[config.mk]
export PLATFORM = sky130hd
export DESIGN_NAME = rtsjs_isqrt
export DESIGN_NICKNAME = d
export VERILOG_FILES = /design/src/rtl/core/rtsjs_isqrt.sv
export SDC_FILE = /design/constraint.sdc
export NUM_CORES = 1
export LEC_CHECK = 0
export BUFFER_PORTS_ARGS = -buffer_cell sky130_fd_sc_hd__buf_2
export CORE_MARGIN = 4
export CORE_UTILIZATION = 30
export CTS_CLUSTER_SIZE = 12
export DETAILED_ROUTE_END_ITERATION = 8
export PLACE_DENSITY = 0.51
export SLEW_MARGIN = 10
export SYNTH_ARGS = -nofsm -noshare
export SYNTH_HDL_FRONTEND = slang
export SYNTH_SLANG_ARGS = --single-unit
[constraint.sdc]
create_clock -name clk -period 2.97 [get_ports clk]
set_input_delay 0.1485 -clock clk [delete_from_list [all_inputs] [get_ports clk]]
set_output_delay 0.1485 -clock clk [all_outputs]
set_load 0.05 [all_outputs]
[src/rtl/core/rtsjs_isqrt.sv]
`timescale 1ns / 1ps
`default_nettype none

// Integer square root by counting up: the next square is formed with one add per cycle.
module rtsjs_isqrt #(
    parameter int VALUE_W = 8
) (
    input  logic               clk,
    input  logic               rst_n,
    input  logic               start,
    input  logic [VALUE_W-1:0] value,
    output logic               done,
    output logic [VALUE_W-1:0] root
);

    logic               busy_reg, busy_next;
    logic               done_reg, done_next;
    logic [VALUE_W-1:0] value_reg, value_next;
    logic [VALUE_W-1:0] root_reg, root_next;
    logic [VALUE_W:0]   sq_reg, sq_next;

    always_ff @(posedge clk or negedge rst_n)
    begin
        if (!rst_n)
        begin
            busy_reg <= 1'b0;
            done_reg <= 1'b0;
        end
        else
        begin
            busy_reg <= busy_next;
            done_reg <= done_next;
        end
    end

    always_ff @(posedge clk)
    begin
        value_reg <= value_next;
        root_reg  <= root_next;
        sq_reg    <= sq_next;
    end

    always_comb
    begin
        busy_next  = busy_reg;
        done_next  = 1'b0;
        value_next = value_reg;
        root_next  = root_reg;
        sq_next    = sq_reg;
        if (start)
        begin
            busy_next  = 1'b1;
            value_next = value;
            root_next  = '0;
            sq_next    = (VALUE_W+1)'(1);
        end
        else if (busy_reg)
        begin
            // sq_reg holds (root + 1) squared.
            if (sq_reg <= {1'b0, value_reg})
            begin
                root_next = root_reg + VALUE_W'(1);
                sq_next   = sq_reg + {root_reg, 1'b0} + (VALUE_W+1)'(3);
            end
            else
            begin
                busy_next = 1'b0;
                done_next = 1'b1;
            end
        end
    end

    assign done = done_reg;
    assign root = root_reg;

endmodule

`default_nettype wire

==> flow_metrics.py, run 1 <==
metrics = {
    "run_status": {
        "status": "complete, no violations",
    },
    "final_layout": {
        "syn_to_final_growth_pct": 13.93,
        "drive_above_1_share_pct": 14.69,
        "nets": 213,
        "fillCellCount": 555,
        "final_cell_area_um2": 1822,
        "insertedDiodeCount": 0,
        "largest_reg_flops": 9,
    },
    "clocking": {
        "cts-htree-levels": 1,
        "cts_resized": 0,
        "ctsHoldBuffers": 1,
        "cts_setup_buffers": 0,
        "cts_root_buf": "clkbuf_8",
        "cts_inserted_buffers": 3,
        "ctsLongestPathBuffers": 2,
        "clkLatencyLatePin_ps": 270,
        "cts_tree": "built",
        "clk_pin_slew_ps": 90,
        "cts.sinks": 27,
    },
    "drt": {
        "wire_per_inst_um": 12.29,
        "avgViaCountPerCell": 4.437,
        "postRouteAntennaNets": 0,
        "finalWirelength_um": 3036,
        "drt_pre_antenna_iters": 3,
        "vias": 1096,
        "route.detailed.drc": 0,
        "drt_iter0_drc": 34,
    },
    "synth": {
        "synth.most_common_cell": "ha_1",
        "ys_ff_latch": 27,
        "synth-edff-count": 8,
        "synth-main-ff-cell": "dfxtp_1",
        "synth_area_per_cell_um2": 10.25,
        "ys_seq_area_share_pct": 39.44,
        "netlist.top_cell.by_area": "dfxtp_1",
        "synth_nets": 191,
        "synthTopCellsByArea": "dfxtp_1, ha_1, edfxtp_1, nor2_1, mux2i_1",
        "synth_area_um2": 1599,
        "ys_async_sr_fraction_pct": 7.407,
        "synth_top_area_share_pct": 21.28,
        "netlist_instances": 156,
        "yosys_warnings": 0,
        "synthTopCellsByCount": "ha_1, nor2_1, dfxtp_1",
        "synth_cell_types": 35,
    },
    "floorplan": {
        "start_util_pct": 31.11,
        "die_height_um": 81.01,
        "rows": 26,
        "fp.dieW_um": 81.01,
        "die_area_um2": 6562,
        "ioPinCount": 20,
        "core_area_um2": 5140,
    },
    "power": {
        "p_comb_share_pct": 40.0,
        "power_frac_clock_pct": 18.3,
        "pwr-share-seq_pct": 41.7,
        "switching_share_pct": 37.38,
        "powerDensity_nw_per_um2": 637.4,
        "p_int_uw": 727.1,
        "p_leak_uw": 0.0008372,
        "vdd_drop_max_mv": 0.2616,
        "p_switching_uw": 434.0,
    },
    "sta": {
        "setup_viol": 0,
        "period_minus_slack_ps": 2388,
        "worst_pin_slew_ps": 530.3,
        "fin_setup_tns_ps": 0,
        "finalMaxSlewViolations": 0,
        "finalCritPeriodShare_pct": 80.39,
        "clock_skew_ps": 2.555,
        "timing.slew.headroom_pct": 64.64,
        "clock.fmax_mhz": 418.8,
        "finalHoldViolations": 0,
        "rsz0062_at_grt": "false",
    },
    "place": {
        "dpl_cell_area_um2": 1767,
        "gp_congestion": 0.7605,
        "place_hpwl_um": 2324,
        "io_buffers": 19,
    },
    "critical_path": {
        "start_kind": "flip-flop",
        "crit_required_ps": 3120,
        "path_class": "flip-flop to flip-flop",
        "endpoint_kind": "flip-flop",
        "worstPathArrival_ps": 2540,
        "cp_max_fo": 6,
    },
    "global_routing": {
        "grt_use_total_pct": 10.20,
        "antenna_found_initial": 0,
        "grt_pass1_vias": 1074,
        "grt.overflow.total": 0,
        "grt_max_degree": 28,
        "grt_pass1_wl_um": 5154,
    },
    "job": {
        "maxCapViolCount": 0,
    },
    "hold_path": {
        "hold_path.class": "primary input to flip-flop",
    },
}
[per-layer routing]
metal,GRT usage (%),share of wire (%),vias to the layer above
li1,-,-,588
met1,13.10,50,487
met2,17.00,45,16
met3,2.661,3.8,5
met4,2.534,1.0,0
met5,0,0,-
[critical path: stages, from the launching register on]
cell and delay, ps:
dfxtp_1 450, inv_1 110, ha_1 280, inv_1 30, ha_1 200, fa_1 420
a21oi_1 210, o211ai_1 140, a21oi_1 190, xnor2_1 80, mux2i_1 120, nor2_1 50
[power groups by stage]
stage	Sequential (µW)	Clock (µW)	Combinational, µW
final	484	213	465
after floorplan	518	0	338
after global routing	494	246	535
after detailed placement	496	0	467
after CTS	487	229	471
after global placement	495	0	467
[per-stage QoR]
step           cells  total power, µW  util [%]  hold slack, ps  setup slack (ps)
2_1_floorplan    156            856.0         -          -147.1             453.0
3_3_place_gp     242            961.2     34.37          -64.50             600.0
3_5_place_dp     242            962.1     34.37          -64.36             596.4
4_1_cts          247             1187     35.44           32.94             574.6
5_1_grt          247             1275     35.44           28.37             373.6
6_report         247             1161     35.44           44.00             582.4
[final timing paths]
check | endpoint | cells past startpoint | slack [ps] | startpoint
max | sq_reg[7] | 11 | 580 | root[0]
min | value_reg[3] | 1 | 40 | value[3]
max reg2reg | sq_reg[7] | 11 | 580 | root[0]
min reg2reg | sq_reg[8] | 1 | 540 | sq_reg[8]
max in group asynchronous | busy_reg | 2 | 2700 | rst_n
min in group asynchronous | done | 2 | 180 | rst_n
[area by class of cell]
class | count | area [µm²] | share of cell area [%]
Multi-Input combinational cell | 109 | 885.9 | 48.63
Sequential cell | 27 | 630.6 | 34.62
Timing Repair Buffer | 21 | 112.6 | 6.181
Tap cell | 70 | 87.58 | 4.808
Inverter | 16 | 60.06 | 3.297
Clock buffer | 4 | 45.04 | 2.473
[kinds of logic (layout without fill, tap and decap cells)]
family	after synthesis	count (layout)	synth area share, %
simple gates	42	42	12.83
flops	27	27	39.44
fa+ha+maj	24	24	19.25
compound gates	20	20	10.09
buf+inv	20	41	5.164
xor+xnor	15	15	8.216
mux	8	8	5.008
[placed cells by master (no fill, tap or decap), drive strengths merged]
master	count
nor2	22
o21a	1
o2111ai	1
mux2i	8
o41ai	1
nor4b	1
nand3	4
a211oi	1
fa	1
nand4	2
inv	16
ha	23
a21oi	4
o21ba	1
nand2b	2
buf	20
nand2	3
xnor2	8
a211o	1
and3	3
clkbuf	4
and4	2
dfrtp	2
edfxtp	8
a221o	1
nor2b	1
and4b	1
dfxtp	17
o21bai	1
xor2	7
o211ai	7
dlygate4sd3	1
o21ai	1
nor3	1
(Power assumes the default switching activity.)
==> run 2, diff against run 1 <==
Clock period 2.97 ns to 2.3 ns, I/O delays scaled along.
==> run 2 against run 1 <==
Compared with the run above:
- core utilization rose by 2.6 points
- fmax is 10% higher
- via count up 7.8%
- largest cell class unchanged
- largest power group is now combinational cells
==> flow_metrics.py, run 2 (same netlist as run 1, synthesis figures left out) <==
metrics = {
    "run_status": {
        "status": "complete, no violations",
    },
    "final_layout": {
        "drive_above_1_share_pct": 20.74,
        "nets": 224,
        "most-common-layout-cells": "ha_1, nor2_1, buf_2",
        "final_common_cell": "ha_1",
        "finalNonFillerCells": 258,
        "insertedDiodeCount": 0,
        "syn_to_final_growth_pct": 22.14,
        "largest_reg_flops": 9,
    },
    "critical_path": {
        "start_kind": "flip-flop",
        "crit_family": "adder cells",
        "cp_max_fo": 6,
        "r2r_cells": 11,
        "worstPathCellList": "inv_1 -> ha_1 -> inv_1 -> ha_1 -> fa_2 -> a21oi_2 -> o211ai_1 -> a21oi_1 -> xnor2_1 -> mux2i_1 -> nor2_1",
        "r2r-start": "root[0]",
        "crit_slowest_cell": "dfxtp_4",
        "path_class": "flip-flop to flip-flop",
        "endpoint_kind": "flip-flop",
        "crit_required_ps": 2450,
        "slowest_delay_ps": 390,
        "crit_buf_inv": 2,
        "worstPathArrival_ps": 2320,
        "r2r_setup_slack_ps": 130,
        "r2r-end": "sq_reg[7]",
    },
    "place": {
        "place_hpwl_um": 2426,
        "io_buffers": 19,
        "dp_cells": 246,
        "gp_congestion": 0.7518,
    },
    "global_routing": {
        "grt_pass1_wl_um": 5540,
        "antenna_found_initial": 0,
        "grt_max_degree": 28,
        "grt_use_total_pct": 10.83,
        "grt_pass1_vias": 1214,
        "grt.overflow.total": 0,
    },
    "floorplan": {
        "rows": 26,
        "core_area_um2": 5140,
        "die_area_um2": 6562,
        "die_height_um": 81.01,
        "ioPinCount": 20,
        "fp.dieW_um": 81.01,
        "start_util_pct": 31.11,
    },
    "sta": {
        "fin_setup_tns_ps": 0,
        "finalHoldViolations": 0,
        "clock_skew_ps": 2.208,
        "timing.slew.headroom_pct": 64.99,
        "worst_pin_slew_ps": 523.1,
        "clock.fmax_mhz": 460.7,
        "finalMaxSlewViolations": 0,
        "finalCritPeriodShare_pct": 94.37,
        "setup_viol": 0,
        "rsz0062_at_grt": "true",
        "period_minus_slack_ps": 2170,
    },
    "power": {
        "powerDensity_nw_per_um2": 803.9,
        "p_switching_uw": 582.6,
        "pwr-share-seq_pct": 39.7,
        "vdd_drop_max_mv": 0.2668,
        "p_leak_uw": 0.0009022,
        "p_int_uw": 987.5,
        "total_power_uw": 1570,
        "p_comb_share_pct": 43.0,
        "power_frac_clock_pct": 17.3,
        "switching_share_pct": 37.11,
    },
    "clocking": {
        "cts_setup_buffers": 0,
        "ctsLongestPathBuffers": 2,
        "cts_tree": "built",
        "clk_pin_slew_ps": 90,
        "cts_root_buf": "clkbuf_8",
        "cts-htree-levels": 1,
        "clkLatencyLatePin_ps": 270,
        "cts_inserted_buffers": 3,
        "cts.sinks": 27,
    },
    "hold_path": {
        "holdPathEnd": "value_reg[7]",
        "min_path_cells": 1,
        "hold_path.class": "primary input to flip-flop",
        "hp-start": "value[7]",
    },
    "drt": {
        "wire_per_inst_um": 12.38,
        "drt_pre_antenna_iters": 4,
        "finalWirelength_um": 3193,
        "postRouteAntennaNets": 0,
        "drt_iter0_drc": 28,
        "vias": 1182,
        "route.detailed.drc": 0,
        "avgViaCountPerCell": 4.581,
    },
    "job": {
        "maxCapViolCount": 0,
    },
}
-- run 2: power groups by stage --
stage / sequential, µW / combinational, µW / clock, µW
after floorplan: 673 / 436 / 0
after global placement: 633 / 629 / 0
after detailed placement: 635 / 653 / 0
after CTS: 626 / 681 / 290
after global routing: 634 / 777 / 308
final: 623 / 675 / 272
-- run 2: layout make-up --
class                   instances  area [µm²]
flip-flops and latches         27       639.4
multi-input cells             109       907.1
inverters                      16       60.06
clock inverters                 1       5.005
well taps                      70       87.58
repair buffers                 32       212.7
clock buffers                   3       41.29
fillers                       539        3187
-- run 2: worst max-delay path by stage --
stage               startpoint        end  slack, ps  depth (start not counted)
detailed placement     root[0]  sq_reg[7]        -20                         11
CTS                    root[0]  sq_reg[7]         20                         11
finish                 root[0]  sq_reg[7]        130                         11
floorplan              root[0]  sq_reg[7]         -3                         11
global placement       root[0]  sq_reg[7]        -20                         11
global route           root[0]  sq_reg[7]        -50                         11
-- run 2: through the flow --
| step | hold WS, ps | setup slack, ps | area (µm²) | utilization [%] |
|---|---|---|---|---|
| CTS | 12.82 | 15.24 | 1943 | 37.80 |
| floorplan | -180.6 | -3.086 | 1605 | - |
| finish | 23.88 | 129.5 | 1953 | 38.00 |
| global placement | -100.3 | -23.37 | 1803 | 35.08 |
| detailed placement | -99.47 | -17.60 | 1803 | 35.08 |
| global route | 10.89 | -46.63 | 1953 | 38.00 |
-- run 2: worst reg2reg max path: cells and delay by family, from the launching register on --
family                   cells  cell delay, ps
flip-flops                   1             390
AO/OA/AOI/OAI                3             440
buffers and inverters        2             110
AND/OR/NAND/NOR              1              50
multiplexers                 1             130
adder cells (fa/ha/maj)      3             850
XOR/XNOR                     1              80
-- run 2: timing repair --
item / 4_1_cts / 5_1_grt
pin swaps: 0 / 1
setup endpoints to repair: 8 / 3
hold buffers: 8 / 0
gates resized for setup: 3 / 2
hold endpoints to repair: 9 / 0
-- run 2: per-layer routing --
layer | global-route usage, % | wire length [µm] | part of all wire [%] | up-vias
met3 | 2.439 | 99 | 3.1 | 4
met5 | 0 | 0 | 0 | -
li1 | - | - | - | 607
met1 | 12.30 | 1402 | 44 | 553
met4 | 3.716 | 34 | 1.1 | 0
met2 | 19.79 | 1656 | 52 | 18
==> run 3, diff against run 2 <==
Settings changed: CAP_MARGIN from default to 20, RECOVER_POWER from default to 25.
Clock period 2.3 ns to 2.15 ns, I/O delays scaled along.
==> run 3 against run 2 <==
Compared with the run above:
- critical path depth shrank 3
- fmax grew 3.1%
- combinational power is 37% higher
- non-clock buffer count is 14 higher
- setup slack lost 85 ps
- largest power group unchanged
- first-iteration DRC count up 75%
- critical endpoint is now sq_reg[8]
==> flow_metrics.py, run 3 (same netlist as run 1, synthesis figures left out) <==
metrics = {
    "run_status": {
        "status": "complete, no violations",
    },
    "drt": {
        "route.detailed.drc": 0,
        "drt_pre_antenna_iters": 4,
        "met1_length_um": 1525,
        "finalWirelength_um": 3403,
        "postRouteAntennaNets": 0,
        "met2_length_um": 1730,
        "avgViaCountPerCell": 4.599,
        "highest_layer": "met4",
        "vias": 1251,
        "drt_iter0_drc": 49,
        "wire_per_inst_um": 12.51,
        "wl_met3_um": 114,
    },
    "floorplan": {
        "start_util_pct": 31.11,
        "die_height_um": 81.01,
        "die_area_um2": 6562,
        "fp.dieW_um": 81.01,
        "rows": 26,
        "ioPinCount": 20,
        "core_area_um2": 5140,
    },
    "global_routing": {
        "antenna_found_initial": 0,
        "grt.overflow.total": 0,
        "grt_pass1_vias": 1283,
        "grt_max_degree": 28,
        "grt_use_total_pct": 11.52,
        "grt_pass1_wl_um": 5796,
    },
    "final_layout": {
        "syn_to_final_growth_pct": 32.00,
        "most-common-layout-cells": "nor2_1, ha_1, buf_2",
        "seq_area_um2": 643.1,
        "drive_above_1_share_pct": 29.21,
        "multi_input_area_um2": 939.7,
        "nets": 238,
        "fillCellCount": 515,
        "largest_reg_flops": 9,
        "insertedDiodeCount": 0,
        "final_common_cell": "nor2_1",
    },
    "clocking": {
        "cts.sinks": 27,
        "cts-htree-levels": 1,
        "ctsLongestPathBuffers": 2,
        "cts_inserted_buffers": 3,
        "cts_root_buf": "clkbuf_8",
        "clkLatencyLatePin_ps": 280,
        "clk_pin_slew_ps": 90,
        "cts_tree": "built",
    },
    "sta": {
        "rsz0062_at_grt": "true",
        "worst_pin_slew_ps": 511.5,
        "fin_setup_tns_ps": 0,
        "clock_skew_ps": 3.170,
        "period_minus_slack_ps": 2105,
        "finalMaxSlewViolations": 0,
        "clock.fmax_mhz": 475.1,
        "timing.slew.headroom_pct": 65.90,
        "finalHoldViolations": 0,
        "setup_viol": 0,
        "finalCritPeriodShare_pct": 97.91,
    },
    "place": {
        "gp_congestion": 0.8288,
        "io_buffers": 19,
        "place_hpwl_um": 2531,
    },
    "job": {
        "maxCapViolCount": 0,
    },
    "power": {
        "powerDensity_nw_per_um2": 890.4,
        "total_power_uw": 1880,
        "p_leak_uw": 0.0009764,
        "vdd_drop_max_mv": 0.4926,
    },
    "critical_path": {
        "worstPathArrival_ps": 2280,
        "endpoint_kind": "flip-flop",
        "cp_max_fo": 2,
        "crit_required_ps": 2330,
        "path_class": "flip-flop to flip-flop",
        "start_kind": "flip-flop",
    },
    "hold_path": {
        "hold_path.class": "primary input to asynchronous set/reset pin",
    },
}
## run 3: final timing paths
kind                       startpoint        end  slack, ps  cells after the start
max                           root[1]  sq_reg[8]         50                      8
min in group clk                start  sq_reg[3]        280                      2
min                             rst_n       done        130                      2
min reg2reg                 sq_reg[8]  sq_reg[8]        540                      1
max in group asynchronous       rst_n   busy_reg       1900                      2
max reg2reg                   root[1]  sq_reg[8]         50                      8
## run 3: area by class of cell
type | instances | share of cell area (%)
Multi-Input combinational cell | 109 | 44.52
Timing Repair Buffer | 46 | 15.89
Tap cell | 70 | 4.149
Sequential cell | 27 | 30.47
Clock buffer | 4 | 2.134
Inverter | 16 | 2.845
## run 3: timing repair
item / CTS / global route
endpoints found under the hold margin: 10 / 0
pin swaps: 1 / 9
resized for setup: 4 / 10
hold buffers: 9 / 0
endpoints found under the setup margin: 2 / 13
setup buffers: 0 / 1
## run 3: critical path: stages, from the launching register on
cell      delay (ps)
dfxtp_4          350
ha_1             310
ha_1             320
a21oi_2          170
o211ai_1         170
o41ai_2          290
xnor2_1          160
nor2_1            50
o21ba_2          180
## run 3: metrics by stage
step,setup WS (ps),instance area (µm²),hold WS [ps],cells,utilization (%)
after floorplan,-54.44,1610,-188.1,156,-
after global placement,-83.15,1911,-108.4,258,37.17
after detailed placement,-76.28,1911,-106.2,258,37.17
after CTS,20.69,2061,127.9,271,40.09
after global routing,-111.9,2111,146.5,272,41.07
final,45.01,2111,134.3,272,41.07
## run 3: metal layers
layer	track usage, %	up-vias
li1	-	642
met5	0	-
met1	13.43	590
met2	20.61	15
met3	2.993	4
met4	3.378	0
## run 3: where the power goes
group	internal, µW	leakage [µW]	switching (µW)	total, µW
Sequential	605	0.000243	55.9	661
Combinational	461	0.000711	464	925
Clock	133	0.0000228	161	294
